## config.mk

```make
export PLATFORM = sky130hd
export DESIGN_NAME = ftws_rate_div
export DESIGN_NICKNAME = d
export VERILOG_FILES = /design/src/hdl/ftws_pkg.sv /design/src/hdl/ftws_rate_div.sv
export SDC_FILE = /design/constraint.sdc
export NUM_CORES = 2
export LEC_CHECK = 0
export BUFFER_PORTS_ARGS = -buffer_cell sky130_fd_sc_hd__buf_2
export CAP_MARGIN = 20
export CORE_ASPECT_RATIO = 0.6
export CORE_MARGIN = 8
export CORE_UTILIZATION = 59
export CTS_BUF_LIST = sky130_fd_sc_hd__clkbuf_4 sky130_fd_sc_hd__clkbuf_8
export CTS_CLUSTER_DIAMETER = 100
export DETAILED_ROUTE_END_ITERATION = 16
export PLACE_DENSITY = 0.79
export SYNTH_ARGS = -nofsm -noshare
export SYNTH_HDL_FRONTEND = slang
export SYNTH_SLANG_ARGS = --single-unit
```

## constraint.sdc

```tcl
create_clock -name clk -period 7.1 [get_ports clk]
set_clock_uncertainty 0.2 [all_clocks]
set_input_delay 0.71 -clock clk [delete_from_list [all_inputs] [get_ports clk]]
set_output_delay 0.71 -clock clk [all_outputs]
set_load 0.01 [all_outputs]
```

## src/hdl/ftws_pkg.sv

```systemverilog
// ----------------------------------------------------------------------------
// ftws_pkg: shared types and constants for the frame time window statistics
// Scale constants for the rate meter and the divider request/response bundles.
// ----------------------------------------------------------------------------
package ftws_pkg;

  localparam int FT_W      = 32;   // frame time width
  localparam int TS_W      = 64;   // timestamp width
  localparam int PERIOD_W  = 34;   // sampling period register width
  localparam int RATE_W    = 32;   // milli-fps width
  localparam int CNT_W     = 32;   // frames since last update
  localparam int SLOT_OUT_W = 10;  // reported slot index width

  localparam logic [PERIOD_W-1:0] PERIOD_RESET = PERIOD_W'(500000000);

  // 10^12 = 0xE8_D4A51000, split into a 32-bit low part and an 8-bit high part
  localparam int SCALE_HI_W = 8;
  localparam logic [31:0]           SCALE_LO = 32'hD4A5_1000;
  localparam logic [SCALE_HI_W-1:0] SCALE_HI = 8'hE8;

  // numerator is frames * 10^12, below 2^72
  localparam int NUM_W    = CNT_W + 32 + SCALE_HI_W;
  localparam int STEP_W   = $clog2(NUM_W);
  localparam logic [STEP_W-1:0] LAST_STEP = STEP_W'(NUM_W - 1);

  typedef struct packed {
    logic             start;
    logic [CNT_W-1:0] frames;
    logic [TS_W-1:0]  elapsed;
  } ftws_div_req_t;

  typedef struct packed {
    logic              busy;
    logic              done;
    logic [RATE_W-1:0] rate;
  } ftws_div_rsp_t;

endpackage

```

## src/hdl/ftws_rate_div.sv

```systemverilog
// ----------------------------------------------------------------------------
// ftws_rate_div: milli-fps rate unit
// floor(10^12 * frames / elapsed), saturated to 32 bits, one quotient bit a cycle.
// ----------------------------------------------------------------------------
module ftws_rate_div
  import ftws_pkg::*;
(
  input  logic          clk,
  input  logic          rst_n,
  input  ftws_div_req_t div_req,
  output ftws_div_rsp_t div_rsp
);

  typedef enum logic [4:0] {
    D_IDLE = 5'b00001,
    D_MUL  = 5'b00010,
    D_SUM  = 5'b00100,
    D_DIV  = 5'b01000,
    D_DONE = 5'b10000
  } div_state_t;

  div_state_t state_r, state_nxt;

  logic [CNT_W-1:0]             n_r;
  logic [TS_W-1:0]              d_r;
  logic [63:0]                  p0_r;
  logic [CNT_W+SCALE_HI_W-1:0]  p1_r;
  logic [NUM_W-1:0]             num_r;
  logic [TS_W-1:0]              rem_r;
  logic [RATE_W-1:0]            q_r;
  logic                         sat_r;
  logic [STEP_W-1:0]            step_r;

  logic [TS_W:0] trial;
  logic [TS_W:0] diff;
  logic          ge;

  // one restoring step
  assign trial = {rem_r, num_r[NUM_W-1]};
  assign diff  = trial - {1'b0, d_r};
  assign ge    = (trial >= {1'b0, d_r});

  always_comb begin
    state_nxt = state_r;
    unique case (state_r)
      D_IDLE: begin
        if (div_req.start) begin
          state_nxt = (div_req.elapsed == '0) ? D_DONE : D_MUL;
        end
      end
      D_MUL:  state_nxt = D_SUM;
      D_SUM:  state_nxt = D_DIV;
      D_DIV: begin
        if (step_r == '0) begin
          state_nxt = D_DONE;
        end
      end
      D_DONE: state_nxt = D_IDLE;
      default: state_nxt = D_IDLE;
    endcase
  end

  always_ff @(posedge clk) begin
    if (!rst_n) begin
      state_r <= D_IDLE;
    end else begin
      state_r <= state_nxt;
    end
  end

  always_ff @(posedge clk) begin
    unique case (state_r)
      D_IDLE: begin
        if (div_req.start) begin
          n_r   <= div_req.frames;
          d_r   <= div_req.elapsed;
          q_r   <= '0;
          rem_r <= '0;
          // zero elapsed time: full scale if any frame was counted
          sat_r <= (div_req.elapsed == '0) && (div_req.frames != '0);
        end
      end
      D_MUL: begin
        p0_r <= n_r * SCALE_LO;
        p1_r <= n_r * SCALE_HI;
      end
      D_SUM: begin
        num_r  <= NUM_W'(p0_r) + {p1_r, 32'b0};
        step_r <= LAST_STEP;
      end
      D_DIV: begin
        rem_r  <= ge ? diff[TS_W-1:0] : trial[TS_W-1:0];
        num_r  <= {num_r[NUM_W-2:0], 1'b0};
        q_r    <= {q_r[RATE_W-2:0], ge};
        // a bit pushed past the top means a quotient of 2^32 or more
        sat_r  <= sat_r | q_r[RATE_W-1];
        step_r <= step_r - 1'b1;
      end
      D_DONE: begin
      end
      default: begin
      end
    endcase
  end

  assign div_rsp.busy = (state_r != D_IDLE);
  assign div_rsp.done = (state_r == D_DONE);
  assign div_rsp.rate = sat_r ? '1 : q_r;

endmodule

```

==> run summary <==
DR WL/cell = 18.50 um
worst setup path category = reg -> reg
Post-Synth Simple-Gate Area = 0.1020
die area = 63860 um2
critical path arrival = 7.06 ns
CTS buffer count = 55
clk buf depth = 3
crit-path max FO = 4
Vias/cell = 5.587
Die W = 321.0 um
Synth Instances = 3259
leading cell type in the layout, fill and taps excluded = inv_1
#FFs+latches synth = 352
initial antenna violation count = 1
clock latency at the later pin of the worst-skew pair = 0.69 ns
DRT Wirelength = 80.01 mm
most frequent cells in the layout = 647 x inv_1, 439 x ha_1, 347 x edfxtp_1, 246 x fa_1, 194 x nand2_1
via count = 24170
Synth Area per Inst = 10.10 um2
Area contributors post-synth = edfxtp_1 32%, ha_1 17%, fa_1 15%, inv_1 7.4%, xnor2_1 2.9%
Post-DP HPWL = 62.49 mm
synth unique cells = 75
Post-synth ARST share = 0
post-synthesis mux area share = 0.01615
Clk pin slew, worst setup/hold paths = 0.07 ns
final hold violation count = 0
Cell Area, Synth = 32920 um2
Final Max Slew Viols = 0
fin area = 36770 um2
worst hold margin = 0.04493 ns
Sum Neg Setup Slack = 0 ns
Post-Synth XOR/XNOR Area = 0.04496
H-tree lvl count = 2
Die Span Y = 199.0 um
pre-CTS WS = -0.03841 ns
vias in the first global route = 23560
compound-gate portion of the synthesized area = 0.1172
Worst EP required = 7.32 ns
CTS tree = built
HP Class = in -> reg
number of synthesized flops with an enable pin = 347
layout cell share with drive strength beyond 1 = 0.1049
setup violators final = 0
largest net degree at the start of global routing = 74
DR iter-0 viols = 2287
setup slack, reg-to-reg = 0.25 ns
core region area = 55500 um2
register area share after synthesis = 0.3196
MaxCap Viol Count = 0
# rows = 67
Worst-Margin Slew = 0.9226 ns
clk root buf = clkbuf_8
fin nets = 4309
GR Util All Layers = 0.2475
IO buf count = 132
first-pass GRT wire length = 126.5 mm
Synth warnings = 0
Mapped Nets = 4045
gpl congestion = 0.9640
share of the synthesized area in the top cell type = 0.3165
Final WS setup = 0.2541 ns
grt total ovfl = 0
Top FF cell, synth = edfxtp_1
Critical Path End Type = flip-flop
Tmin final = 6.846 ns
startpoint types = flip-flop
Max Freq = 0.1461 GHz
Yosys top cell by area = edfxtp_1
largest family of logic cells by synthesized area = adder cells
post-synthesis adder-cell area fraction = 0.3172
first-pass iteration count of the detailed router = 6
Routed Antenna Nets = 0
fillcell total = 4283
final period utilization = 0.9642
Area Overhead vs Synth = 11.69%
number of remaining DRC errors = 0
clock sink total = 352
worst rel slew slack = 0.3849
IO Pins = 133
status = finished clean
Initial Utilization = 0.5932
dpl cell area = 34720 um2
cell usage after synthesis, drive strengths merged, types with 53 or more instances:
master	number
fa	246
ha	441
clkbuf	53
a21o	104
xnor2	110
a21oi	182
inv	649
nand2	197
xor2	59
edfxtp	347
nor2	186
o21ai	109
layout make-up:
type | count | area (um2) | share of cell area
Sequential cell | 352 | 10520 | 0.2861
Antenna cell | 1 | 2.502 | 0.00006805
Tap cell | 759 | 949.7 | 0.02583
Timing Repair Buffer | 270 | 1872 | 0.05091
Multi-Input combinational cell | 2195 | 19780 | 0.5379
Clock buffer | 75 | 925.9 | 0.02518
Inverter | 649 | 2440 | 0.06635
Clock inverter | 25 | 282.8 | 0.007690
path summary, 6_finish.rpt:
| kind | end | cells after the start | start |
|---|---|---|---|
| max | p0_r[63]$_DFFE_PP_ | 26 | n_r[12]$_DFFE_PP_ |
| min | d_r[8]$_DFFE_PP_ | 1 | div_req[8] |
| max reg2reg | p0_r[63]$_DFFE_PP_ | 26 | n_r[12]$_DFFE_PP_ |
| min reg2reg | num_r[34]$_DFFE_PP_ | 2 | num_r[33]$_DFFE_PP_ |
through the flow:
stage	std cells	utilization
final	4326	0.6626
after global routing	4325	0.6625
after CTS	4321	0.6605
after detailed placement	4148	0.6257
after global placement	4148	0.6257
after floorplan	3259	-
sequential cells by signal (all words and copies together), names as in the netlist:
signal / flops
d_r: 64
rem_r: 64
num_r: 60
p0_r: 50
p1_r: 37
n_r: 32
q_r: 32
step_r: 7
state_r: 5
sat_r: 1
worst max-delay path, stage by stage, from the launching register on:
cell	delay, ns
edfxtp_1	0.45
buf_4	0.17
ha_1	0.27
inv_1	0.05
fa_1	0.48
inv_1	0.06
fa_1	0.44
fa_1	0.53
inv_1	0.06
fa_1	0.52
inv_1	0.05
fa_1	0.53
inv_1	0.06
fa_1	0.49
inv_1	0.04
ha_1	0.24
a21oi_2	0.15
o21ai_1	0.10
or4_4	0.51
a211oi_2	0.18
o21ai_1	0.12
o21ai_2	0.16
o21ai_1	0.12
and4_1	0.23
a21oi_2	0.14
a21o_1	0.17
a211oi_1	0.07
per-layer routing:
layer  up-vias  share of wire  global-route usage
met5         -              0                   0
met4         0          0.019             0.05474
met3       110          0.087             0.05902
met2       908           0.40              0.3498
met1     11560           0.49              0.3812
li1      11590              -                   -
repair_timing:
action,CTS,global route
buffers inserted,3,4
resized for setup,0,20
endpoints found under the hold margin,70,0
hold buffers,70,0
setup endpoints to repair,3,11
pin swaps,1,10
logic make-up after synthesis:
logic type	count (synthesis)
AO/OA/AOI/OAI	597
XOR/XNOR	169
flip-flops	352
multiplexers	53
buffers and inverters	712
AND/OR/NAND/NOR	689
adder cells (fa/ha/maj)	687
Power is not shown: default switching activity piles up to over one toggle a cycle in this logic, so the estimate is an artifact.
